--- src/wsts_pkg.sv ---
// Shared types and constants for the weighted sum tree sampler.
// No dependencies; used by wsts_ctrl, wsts_dp and weighted_sum_tree_sampler.
`default_nettype none

package wsts_pkg;

    localparam int IDX_W     = 10;
    localparam int W_W       = 32;
    localparam int SUM_W     = 42;
    localparam int MODE_W    = 2;
    localparam int S_TDATA_W = 112;
    localparam int M_TDATA_W = 96;

    localparam logic [MODE_W-1:0] MODE_WRITE    = 2'd0;
    localparam logic [MODE_W-1:0] MODE_DRAW_SRC = 2'd1;
    localparam logic [MODE_W-1:0] MODE_DRAW_TGT = 2'd2;

    typedef enum logic [1:0] {
        ST_OK    = 2'd0,
        ST_EMPTY = 2'd1,
        ST_RANGE = 2'd2
    } status_t;

    typedef enum logic [3:0] {
        OP_NONE,
        OP_CAPTURE,
        OP_OWN_READ,
        OP_DELTA,
        OP_CLIMB,
        OP_MULT,
        OP_SCALE,
        OP_DRAW_READ,
        OP_DRAW_EVAL,
        OP_LOAD
    } dp_op_t;

    typedef struct packed {
        dp_op_t  op;
        status_t status;
    } ctrl_cmd_t;

    typedef struct packed {
        logic is_write;
        logic is_draw;
        logic write_bad;
        logic draw_empty;
        logic pick_done;
        logic at_root;
    } dp_stat_t;

endpackage

`default_nettype wire

--- src/wsts_ctrl.sv ---
// Controller state machine of the weighted sum tree sampler.
// Depends on wsts_pkg; drives the datapath wsts_dp through command and status structs.
`default_nettype none

module wsts_ctrl (
    input  wire logic                 aclk,
    input  wire logic                 aresetn,
    input  wire logic                 s_tvalid,
    output logic                      s_tready,
    output logic                      m_tvalid,
    input  wire logic                 m_tready,
    input  wire wsts_pkg::dp_stat_t   stat,
    output wsts_pkg::ctrl_cmd_t       cmd
);

    typedef enum logic [3:0] {
        S_IDLE,
        S_DECODE,
        S_OWN_RD,
        S_DELTA,
        S_CLIMB,
        S_MULT,
        S_SCALE,
        S_DRAW_RD,
        S_DRAW_EVAL,
        S_FINISH
    } state_t;

    state_t              state_reg;
    logic                s_tready_reg;
    logic                m_tvalid_reg;
    wsts_pkg::status_t   status_reg;
    logic                accept;
    logic                out_free;

    assign accept   = s_tvalid && s_tready_reg;
    assign out_free = !m_tvalid_reg || m_tready;
    assign s_tready = s_tready_reg;
    assign m_tvalid = m_tvalid_reg;

    always_comb begin
        cmd.status = status_reg;
        unique case (state_reg)
            S_IDLE:      cmd.op = accept ? wsts_pkg::OP_CAPTURE : wsts_pkg::OP_NONE;
            S_DECODE:    cmd.op = wsts_pkg::OP_NONE;
            S_OWN_RD:    cmd.op = wsts_pkg::OP_OWN_READ;
            S_DELTA:     cmd.op = wsts_pkg::OP_DELTA;
            S_CLIMB:     cmd.op = wsts_pkg::OP_CLIMB;
            S_MULT:      cmd.op = wsts_pkg::OP_MULT;
            S_SCALE:     cmd.op = wsts_pkg::OP_SCALE;
            S_DRAW_RD:   cmd.op = wsts_pkg::OP_DRAW_READ;
            S_DRAW_EVAL: cmd.op = wsts_pkg::OP_DRAW_EVAL;
            S_FINISH:    cmd.op = out_free ? wsts_pkg::OP_LOAD : wsts_pkg::OP_NONE;
            default:     cmd.op = wsts_pkg::OP_NONE;
        endcase
    end

    always_ff @(posedge aclk) begin
        if (!aresetn) begin
            state_reg    <= S_IDLE;
            s_tready_reg <= 1'b1;
            m_tvalid_reg <= 1'b0;
            status_reg   <= wsts_pkg::ST_OK;
        end else begin
            if (state_reg == S_FINISH && out_free) begin
                m_tvalid_reg <= 1'b1;
            end else if (m_tready) begin
                m_tvalid_reg <= 1'b0;
            end
            unique case (state_reg)
                S_IDLE: begin
                    if (accept) begin
                        s_tready_reg <= 1'b0;
                        state_reg    <= S_DECODE;
                    end
                end
                S_DECODE: begin
                    priority if (stat.is_write) begin
                        if (stat.write_bad) begin
                            status_reg <= wsts_pkg::ST_RANGE;
                            state_reg  <= S_FINISH;
                        end else begin
                            status_reg <= wsts_pkg::ST_OK;
                            state_reg  <= S_OWN_RD;
                        end
                    end else if (stat.is_draw) begin
                        if (stat.draw_empty) begin
                            status_reg <= wsts_pkg::ST_EMPTY;
                            state_reg  <= S_FINISH;
                        end else begin
                            status_reg <= wsts_pkg::ST_OK;
                            state_reg  <= S_MULT;
                        end
                    end else begin
                        status_reg <= wsts_pkg::ST_OK;
                        state_reg  <= S_FINISH;
                    end
                end
                S_OWN_RD:  state_reg <= S_DELTA;
                S_DELTA:   state_reg <= S_CLIMB;
                S_CLIMB: begin
                    if (stat.at_root) begin
                        state_reg <= S_FINISH;
                    end
                end
                S_MULT:    state_reg <= S_SCALE;
                S_SCALE:   state_reg <= S_DRAW_RD;
                S_DRAW_RD: state_reg <= S_DRAW_EVAL;
                S_DRAW_EVAL: begin
                    state_reg <= stat.pick_done ? S_FINISH : S_DRAW_RD;
                end
                S_FINISH: begin
                    if (out_free) begin
                        s_tready_reg <= 1'b1;
                        state_reg    <= S_IDLE;
                    end
                end
                default: state_reg <= S_IDLE;
            endcase
        end
    end

endmodule

`default_nettype wire

--- config.mk ---
export PLATFORM = sky130hd
export DESIGN_NAME = wsts_ctrl
export DESIGN_NICKNAME = d
export VERILOG_FILES = /design/src/wsts_pkg.sv /design/src/wsts_ctrl.sv
export SDC_FILE = /design/constraint.sdc
export NUM_CORES = 1
export LEC_CHECK = 0
export BUFFER_PORTS_ARGS = -buffer_cell sky130_fd_sc_hd__buf_2
export CORE_AREA = 2 2 39 41
export DETAILED_ROUTE_END_ITERATION = 10
export DIE_AREA = 0 0 41 43
export MAX_ROUTING_LAYER = met4
export PLACE_DENSITY = 0.62
export SLEW_MARGIN = 20
export SYNTH_ARGS = -nofsm -noshare
export SYNTH_HDL_FRONTEND = slang
export SYNTH_SLANG_ARGS = --single-unit
--- constraint.sdc ---
create_clock -name aclk -period 3.17 [get_ports aclk]
set_input_delay 0.1585 -clock aclk [delete_from_list [all_inputs] [get_ports aclk]]
set_output_delay 0.1585 -clock aclk [all_outputs]
set_load 0.01 [all_outputs]
==> results of run 1 <==
==> how the worst max path moves through the flow <==
stage               cells after the start    startpoint      endpoint  slack [ns]
finish                                  5  state_reg[0]        cmd[2]        1.44
global route                            5  state_reg[0]        cmd[2]        1.33
CTS                                     5  state_reg[0]        cmd[2]        1.44
detailed placement                      4  state_reg[3]  state_reg[3]        1.51
global placement                        4  state_reg[3]  state_reg[3]        1.54
floorplan                               5  state_reg[2]  state_reg[3]        1.75
==> metal layers <==
metal	wire length, microns	global-route usage, %
met4	12	10.0
met5	0	-
met2	580	23.4
met3	66	3.14
met1	587	22.1
==> cell usage in the layout, fill, tap and decap left out, types with 2 or more instances in the layout <==
cell type	instances
buf_2	17
inv_1	6
nand3_1	3
o211a_1	2
nor2_1	4
o21a_1	3
nor4_1	2
a21oi_1	6
clkbuf_4	3
dfxtp_1	8
nand2_1	4
or4b_4	2
==> where the power goes <==
group / total (mW) / switching (mW) / leakage (nW) / internal, mW
logic: 0.209 / 0.0998 / 0.213 / 0.110
registers: 0.172 / 0.0489 / 0.0652 / 0.123
clock network: 0.0798 / 0.0364 / 0.0138 / 0.0434
total: 0.461 / 0.185 / 0.292 / 0.276
==> logic make-up (layout without fill, tap and decap cells) <==
kind of cell | Yosys count | count (layout) | share of synthesized area (%)
multiplexers | 1 | 1 | 1.92
flip-flops | 8 | 8 | 30.7
XOR/XNOR | 1 | 1 | 1.68
AND/OR/NAND/NOR | 25 | 25 | 30.9
buffers and inverters | 10 | 26 | 9.59
AO/OA/AOI/OAI | 18 | 18 | 25.2
==> area by class of cell <==
| class | instances | area (sq um) |
|---|---|---|
| inverter | 6 | 22.5 |
| tap | 16 | 20.0 |
| multi-input combinational | 45 | 312 |
| clock buffer | 3 | 22.5 |
| fill | 145 | 762 |
| sequential | 8 | 160 |
| timing repair buffer | 17 | 85.1 |
==> worst max-delay path, cell delays in order, from the launching register on <==
cell and delay [ns]:
dfxtp_1 0.53, inv_1 0.21, and3_1 0.21, mux2i_1 0.11, o21ai_0 0.08, buf_2 0.16
==> stage by stage <==
step / util, % / cell area (sq um) / cells / power (mW) / hold WS [ns]
after CTS: 44.9 / 622 / 95 / 0.463 / 0.128
after global placement: 43.3 / 599 / 92 / 0.379 / 0.399
after floorplan: - / 522 / 63 / 0.335 / 0.230
after detailed placement: 43.3 / 599 / 92 / 0.381 / 0.402
after global routing: 44.9 / 622 / 95 / 0.499 / 0.139
final: 44.9 / 622 / 95 / 0.461 / 0.137
==> results.yml, run 1 <==
grt:
  global_route.overflow_total: 0
  first_global_vias: 464
  grt_pass1_wl_microns: 1930
  grt_start_max_net_pins: 16
  grt_util_all_layers_pct: 16.9
  antenna_found_initial: 0
logic_synthesis:
  yosysSeqAreaShare_pct: 30.7
  yosys.cell_count.top_type: "dfxtp_1"
  synth_area_per_cell_sq_um: 8.28
  post_synth_inst_count: 63
  mappedNetlistNets: 73
  asyncSetResetFlopFracSynth_pct: 0
  post_synth_instance_area_sq_um: 522
  synth_top_cells_by_count: "dfxtp_1, a21oi_1, inv_1"
  yosys_register_bits: 8
  yosys_top_cell_area_share_pct: 30.7
  area_contributors_post_synth: "dfxtp_1, a21oi_1, or4b_4"
  yosys_most_used_dff: "dfxtp_1"
  yosysTopAreaCell: "dfxtp_1"
  yosysWarningCount: 0
  synth_enable_flop_cells: 0
  ys_types: 33
run_status:
  run_status: "completed"
floorplanning:
  fp.dieArea_sq_um: 1760
  design.portCount: 18
  placementRows: 14
  dieHeight_microns: 43
  fp.dieW_microns: 41
  floorplan.core_area_sq_um: 1380
  initial_core_utilization_pct: 37.7
timing:
  period_needed_ns: 1.73
  unrepaired_setup_endpoints_after_global_routing: "no"
  slew_worst_pin_ns: 0.474
  max_freq_ghz: 0.578
  finalClockSkew_ns: 0.0157
  max-slew-margin-rel_pct: 68.4
  final.setup.worst_slack_ns: 1.44
  final.setup.tns_ns: 0
  finalCritPeriodShare_pct: 54.6
  setup_viol_count_final: 0
  timing_hold_violations_final: 0
  final-max-slew-violation-count: 0
power:
  power.ir.vdd_worst_mv: 0.327
  p_leak_nw: 0.292
  power_density_nw_per_um2: 741
route:
  routed_wire_length_per_instance_microns: 13.1
  vias_per_cell: 5.48
  detail_route.drc_violations: 0
  drt_pass1_iterations: 5
  vias: 521
  post_detailed_route_count_of_antenna_violating_nets: 0
  detailedRoute.firstIterationViolations: 9
  postRouteWirelength_microns: 1250
worst_setup_path:
  critical_path.startpoint_type: "flop"
  worstPathMaxFanout: 11
  critical_path_class: "reg2out"
  ff_to_ff_setup_slack_ns: 1.50
  timing.rr.end: "state_reg[3]"
  reg2reg_launch_point: "state_reg[3]"
  worst_endpoint_data_arrival_time_ns: 1.57
  ff2ff_path_depth: 4
  cp_data_required_time_ns: 3.01
  end_kind: "primary output"
layout:
  drive_gt1_share_pct: 29.1
  num_antenna_cells: 0
  number_of_flip_flops_under_the_largest_register_name: 4
  syn_to_final_growth_pct: 19.2
  design.final.nets: 91
placed_design:
  dpl_worst_slack_ns: 1.51
  gp_congestion: 0.785
  port-buffer-count: 17
  dpl.hpwl_microns: 888
clock_network:
  tritoncts: "done"
  h-tree-depth: 1
  clock_tree.buffer_depth: 2
  cts_resized: 0
  postCtsHoldBufs: 0
  post_cts.repair.setup_buffers: 0
  root_buffer: "clkbuf_4"
  cts_buffers: 3
  clock_latency_ns: 0.26
  clock_sink_count: 8
  clkTransAtPathRegs_ns: 0.06
hold_path:
  worst_hold_path.num_cells: 2
  timing.hold.worst.class: "in2reg"
  timing.hold.worst.start: "aresetn"
  timing.hold.worst_endpoint: "s_tready"
run:
  drv_cap: 0
(Power assumes the default switching activity.)
==> run 2, diff against run 1 <==
--- a/config.mk
+++ b/config.mk
@@ -5,12 +5,13 @@
 export SDC_FILE = /design/constraint.sdc
 export NUM_CORES = 1
 export LEC_CHECK = 0
+export ABC_AREA = 1
 export BUFFER_PORTS_ARGS = -buffer_cell sky130_fd_sc_hd__buf_2
 export CORE_AREA = 2 2 39 41
 export DETAILED_ROUTE_END_ITERATION = 10
 export DIE_AREA = 0 0 41 43
 export MAX_ROUTING_LAYER = met4
-export PLACE_DENSITY = 0.62
+export PLACE_DENSITY = 0.63
 export SLEW_MARGIN = 20
 export SYNTH_ARGS = -nofsm -noshare
 export SYNTH_HDL_FRONTEND = slang
==> constraint.sdc (replaced) <==
create_clock -name aclk -period 1.4 [get_ports aclk]
set_input_delay 0.07 -clock aclk [delete_from_list [all_inputs] [get_ports aclk]]
set_output_delay 0.07 -clock aclk [all_outputs]
set_load 0.01 [all_outputs]
==> run 2 against run 1 <==
Against the previous run: core utilization increased by 3.5 points; area after synthesis decreased by 3.1%; die area unchanged; clock power increased by 120%; final cell count increased by 21%; non-clock buffer count unchanged; clock skew decreased by 0.015 ns; first-iteration DRC count decreased by 22%; sequential cell count unchanged; clock-buffer cell count unchanged; synthesized cell count increased by 25%; worst hold slack got worse by 0.11 ns; largest cell class unchanged.
==> results.yml, run 2 <==
run_status:
  run_status: "completed"
logic_synthesis:
  yosysSeqAreaShare_pct: 31.7
  post_synth_inst_count: 79
  yosys_top_cell_area_share_pct: 31.7
  yosysTopAreaCell: "dfxtp_1"
  synth_area_per_cell_sq_um: 6.40
  yosysWarningCount: 0
  synth_enable_flop_cells: 0
  yosys.cell_count.top_type: "nand2_1"
  asyncSetResetFlopFracSynth_pct: 0
  area_contributors_post_synth: "dfxtp_1, nand2_1, nand3_1"
  yosys_register_bits: 8
  synth_top_cells_by_count: "nand2_1, nand3_1, dfxtp_1, inv_1, nor2_2"
  mappedNetlistNets: 89
  ys_types: 18
  post_synth_instance_area_sq_um: 505
  yosys_most_used_dff: "dfxtp_1"
worst_setup_path:
  crit_family: "flip-flops"
  cp_data_required_time_ns: 1.33
  max_stage_delay_ns: 0.38
  end_kind: "primary output"
  critical_path.startpoint_type: "flop"
  ff2ff_path_depth: 7
  reg2reg_launch_point: "state_reg[2]"
  timing.rr.end: "state_reg[3]"
  worst-path-buf-inv: 2
  critical_path_class: "reg2out"
  worst_endpoint_data_arrival_time_ns: 1.23
  timing.critical_path.cells: "inv_2 > nor2_4 > nand3_2 > o2111ai_1 > buf_2"
  worstPathMaxFanout: 5
  ff_to_ff_setup_slack_ns: 0.27
  critPathSlowestCell: "dfxtp_4"
placed_design:
  numPlacedInstances: 112
  dpl.hpwl_microns: 954
  gp_congestion: 0.796
  post_dp_cell_area_sq_um: 611
  dpl_worst_slack_ns: 0.156
  port-buffer-count: 17
hold_path:
  worst_hold_path.num_cells: 2
  timing.hold.worst.start: "aresetn"
  timing.hold.worst.class: "in2reg"
  timing.hold.worst_endpoint: "s_tready"
timing:
  unrepaired_setup_endpoints_after_global_routing: "no"
  setup_viol_count_final: 0
  finalCritPeriodShare_pct: 93.1
  slew_worst_pin_ns: 0.210
  final.setup.tns_ns: 0
  period_needed_ns: 1.30
  max-slew-margin-rel_pct: 86.0
  final.setup.worst_slack_ns: 0.0971
  timing_hold_violations_final: 0
  finalClockSkew_ns: 0.00107
  max_freq_ghz: 0.768
  final-max-slew-violation-count: 0
route:
  vias: 555
  post_detailed_route_count_of_antenna_violating_nets: 0
  routed_wire_length_per_instance_microns: 10.0
  detailedRoute.firstIterationViolations: 7
  postRouteWirelength_microns: 1150
  drt_pass1_iterations: 4
  vias_per_cell: 4.83
  detail_route.drc_violations: 0
layout:
  layout.cells.most_common: "nand2_1"
  drive_gt1_share_pct: 42.4
  num_antenna_cells: 0
  number_of_flip_flops_under_the_largest_register_name: 4
  syn_to_final_growth_pct: 32.7
  final-instance-count-excl-fill: 115
  postLayoutCellArea_sq_um: 671
  layout_common_cells: "nand2_1, buf_2, nand3_1"
  design.final.nets: 111
  final_core_util_pct: 48.5
  fill_cells: 150
clock_network:
  clock_sink_count: 8
  tritoncts: "done"
  clock_latency_ns: 0.25
  postCtsHoldBufs: 0
  post_cts.repair.setup_buffers: 0
  root_buffer: "clkbuf_4"
  h-tree-depth: 1
  clock_tree.buffer_depth: 2
  clkTransAtPathRegs_ns: 0.05
  cts_buffers: 3
power:
  p_leak_nw: 0.325
  power.ir.vdd_worst_mv: 0.527
  power_density_nw_per_um2: 1520
grt:
  grt_start_max_net_pins: 8
  grt_pass1_wl_microns: 1840
  global_route.overflow_total: 0
  first_global_vias: 461
  grt_util_all_layers_pct: 16.2
  antenna_found_initial: 0
floorplanning:
  design.portCount: 18
  initial_core_utilization_pct: 36.5
  fp.dieArea_sq_um: 1760
  fp.dieW_microns: 41
  floorplan.core_area_sq_um: 1380
  placementRows: 14
  dieHeight_microns: 43
run:
  drv_cap: 0
[run 2: changes by cell type in the layout (fill, tap and decap cells not counted), moves of 3 or more]
cell / change
dfxtp_1: -4
inv_2: +5
nand2_1: +14
nor2_4: +5
nor2_2: +3
nand3_1: +7
o21a_1: -3
[run 2: how the worst max path moves through the flow]
stage,cells after the start,to,slack [ns],from
6_report,5,cmd[2],0.1,state_reg[3]
3_5_place_dp,5,cmd[2],0.16,state_reg[3]
2_1_floorplan,7,state_reg[3],0.31,state_reg[2]
3_3_place_gp,5,cmd[2],0.16,state_reg[3]
5_1_grt,5,cmd[2],0.006,state_reg[3]
4_1_cts,5,cmd[2],0.01,state_reg[3]
[run 2: cells by family (layout without fill, tap and decap cells)]
family                 after synthesis  count (layout)  share of synthesized area (%)
AOI/OAI and AO/OA                   15              15                           17.8
and+or+nand+nor                     43              43                           40.8
buffers and inverters               13              33                           9.65
DFF                                  8               8                           31.7
[run 2: per-layer routing]
layer	GRT usage, %	share of wire [%]	vias to the layer above
met2	22.8	49	15
met1	19.4	43	236
met5	-	0	-
met4	8.00	1.8	0
li1	-	-	299
met3	6.28	6.0	5
[run 2: stage by stage]
| step | hold slack [ns] | total power, mW |
|---|---|---|
| floorplan | 0.154 | 0.673 |
| global placement | 0.286 | 0.803 |
| detailed placement | 0.287 | 0.803 |
| CTS | 0.0250 | 0.989 |
| global route | 0.0498 | 1.11 |
| finish | 0.0251 | 1.02 |
[run 2: layout make-up]
cell class | instances | area, sq um | area share, %
multi-input cells | 58 | 324 | 48.3
repair buffers | 17 | 85.1 | 12.7
clock buffers | 3 | 22.5 | 3.36
flip-flops and latches | 8 | 170 | 25.4
inverters | 13 | 48.8 | 7.28
well taps | 16 | 20.0 | 2.99
[run 2: repair_timing]
item,4_1_cts,5_1_grt
pin swaps,0,0
endpoints found under the setup margin,2,1
resized for setup,3,9
[run 2: worst reg2reg max path, stage by stage, from the launching register on]
cell	delay [ns]
dfxtp_2	0.40
inv_2	0.05
nor2_2	0.16
nand3_1	0.14
nand2_1	0.11
nor2_2	0.04
nand2_1	0.08
a21oi_2	0.05
[run 2: where the power goes]
group | internal, mW | switching (mW) | total (mW)
sequential | 0.295 | 0.0729 | 0.368
combinational | 0.189 | 0.290 | 0.478
clock | 0.0980 | 0.0772 | 0.175
total | 0.582 | 0.440 | 1.02
==> run 3, diff against run 2 <==
--- a/config.mk
+++ b/config.mk
@@ -11,7 +11,7 @@
 export DETAILED_ROUTE_END_ITERATION = 10
 export DIE_AREA = 0 0 41 43
 export MAX_ROUTING_LAYER = met4
-export PLACE_DENSITY = 0.63
+export PLACE_DENSITY = 0.61
 export SLEW_MARGIN = 20
 export SYNTH_ARGS = -nofsm -noshare
 export SYNTH_HDL_FRONTEND = slang
==> constraint.sdc (replaced) <==
create_clock -name aclk -period 1.65 [get_ports aclk]
set_input_delay 0.0825 -clock aclk [delete_from_list [all_inputs] [get_ports aclk]]
set_output_delay 0.0825 -clock aclk [all_outputs]
set_load 0.01 [all_outputs]
==> run 3 against run 2 <==
Against the previous run: final cell count unchanged; setup slack better by 0.055 ns; die area unchanged; wire length fell by 0.35%; sequential power shrank 21%; critical path depth stayed put; combinational power fell by 19%; register-to-register slack gained 0.21 ns; global-route usage rose by 0.51 points; critical path type unchanged; critical endpoint unchanged.
==> results.yml, run 3 (same netlist as run 2, synthesis figures left out) <==
placed_design:
  gp_congestion: 0.797
  dpl.hpwl_microns: 973
  post_dp_cell_area_sq_um: 611
  dpl_worst_slack_ns: 0.399
  port-buffer-count: 17
timing:
  timing_hold_violations_final: 0
  unrepaired_setup_endpoints_after_global_routing: "no"
  finalCritPeriodShare_pct: 90.8
  slew_worst_pin_ns: 0.280
  final.setup.worst_slack_ns: 0.152
  setup_viol_count_final: 0
  worst_hold_slack_ns: 0.0436
  final-max-slew-violation-count: 0
  finalClockSkew_ns: 0.0114
  period_needed_ns: 1.50
  final.setup.tns_ns: 0
  max-slew-margin-rel_pct: 81.3
  max_freq_ghz: 0.668
clock_network:
  clock_tree.buffer_depth: 2
  clkTransAtPathRegs_ns: 0.06
  postCtsHoldBufs: 0
  tritoncts: "done"
  root_buffer: "clkbuf_4"
  h-tree-depth: 1
  cts_buffers: 3
  clock_latency_ns: 0.26
  clock_sink_count: 8
layout:
  number_of_flip_flops_under_the_largest_register_name: 4
  drive_gt1_share_pct: 37.4
  layout_common_cells: "nand2_1, buf_2, nand3_1"
  fill_cells: 155
  postLayoutCellArea_sq_um: 634
  num_antenna_cells: 0
  design.final.nets: 111
  layout.cells.most_common: "nand2_1"
  syn_to_final_growth_pct: 25.5
route:
  highest-signal-layer: "met4"
  routed_wire_length_per_instance_microns: 10.0
  wl_met3_microns: 74
  vias: 551
  detailedRoute.firstIterationViolations: 6
  postRouteWirelength_microns: 1150
  vias_per_cell: 4.79
  met2_wirelength_microns: 532
  detail_route.drc_violations: 0
  drt_pass1_iterations: 4
  post_detailed_route_count_of_antenna_violating_nets: 0
  routedLengthMet1_microns: 537
run_status:
  run_status: "completed"
power:
  p_leak_nw: 0.319
  power_density_nw_per_um2: 1310
  power.ir.vdd_worst_mv: 0.495
  fin_total_pwr_mw: 0.833
floorplanning:
  design.portCount: 18
  fp.dieArea_sq_um: 1760
  initial_core_utilization_pct: 36.5
  dieHeight_microns: 43
  fp.dieW_microns: 41
  placementRows: 14
  floorplan.core_area_sq_um: 1380
worst_setup_path:
  critPathSlowestCell: "dfxtp_1"
  worst_endpoint_data_arrival_time_ns: 1.42
  worstPathMaxFanout: 5
  critical_path.startpoint_type: "flop"
  max_stage_delay_ns: 0.43
  cp_data_required_time_ns: 1.57
  end_kind: "primary output"
  worst-path-buf-inv: 2
  critical_path_class: "reg2out"
  crit_family: "flip-flops"
  timing.critical_path.cells: "inv_2 > nor2_2 > nand3_1 > o2111ai_1 > buf_2"
grt:
  first_global_vias: 504
  antenna_found_initial: 0
  grt_util_all_layers_pct: 16.7
  grt_start_max_net_pins: 8
  grt_pass1_wl_microns: 1910
  global_route.overflow_total: 0
run:
  drv_cap: 0
hold_path:
  timing.hold.worst.class: "in2reg"
run 3: area by class of cell:
cell class | instances | area, sq um | area share (%)
clock buffer | 3 | 22.5 | 3.55
multi-input combinational | 58 | 297 | 46.7
tap | 16 | 20.0 | 3.16
sequential | 8 | 161 | 25.4
timing repair buffer | 17 | 85.1 | 13.4
inverter | 13 | 48.8 | 7.69
run 3: timing repair:
action / 4_1_cts / 5_1_grt
setup buffers: 0 / 0
gates resized for setup: 0 / 1
endpoints found under the setup margin: 0 / 1
run 3: path summary, 6_finish.rpt:
kind	end	cells after the start	slack (ns)	startpoint
worst max-delay path	cmd[2]	5	0.15	state_reg[0]
worst min-delay path	s_tready	2	0.04	aresetn
worst max register to register	state_reg[3]	6	0.48	state_reg[0]
worst min register to register	status_reg[1]	2	0.49	status_reg[1]
run 3: layer usage:
| layer | global-route usage (%) | vias to the layer above |
|---|---|---|
| met2 | 24.7 | 18 |
| met5 | - | - |
| li1 | - | 300 |
| met3 | 3.14 | 2 |
| met1 | 20.0 | 231 |
| met4 | 10.0 | 0 |
run 3: report_power, final:
group / total (mW) / leakage [nW] / switching [mW] / internal (mW)
registers: 0.292 / 0.0660 / 0.0503 / 0.242
clock network: 0.154 / 0.0138 / 0.0707 / 0.0835
logic: 0.386 / 0.239 / 0.239 / 0.147
run 3: metrics by stage:
| step | utilization (%) | instances |
|---|---|---|
| 6_report | 45.8 | 115 |
| 5_1_grt | 45.8 | 115 |
| 4_1_cts | 45.8 | 115 |
| 3_5_place_dp | 44.1 | 112 |
| 3_3_place_gp | 44.1 | 112 |
| 2_1_floorplan | - | 79 |
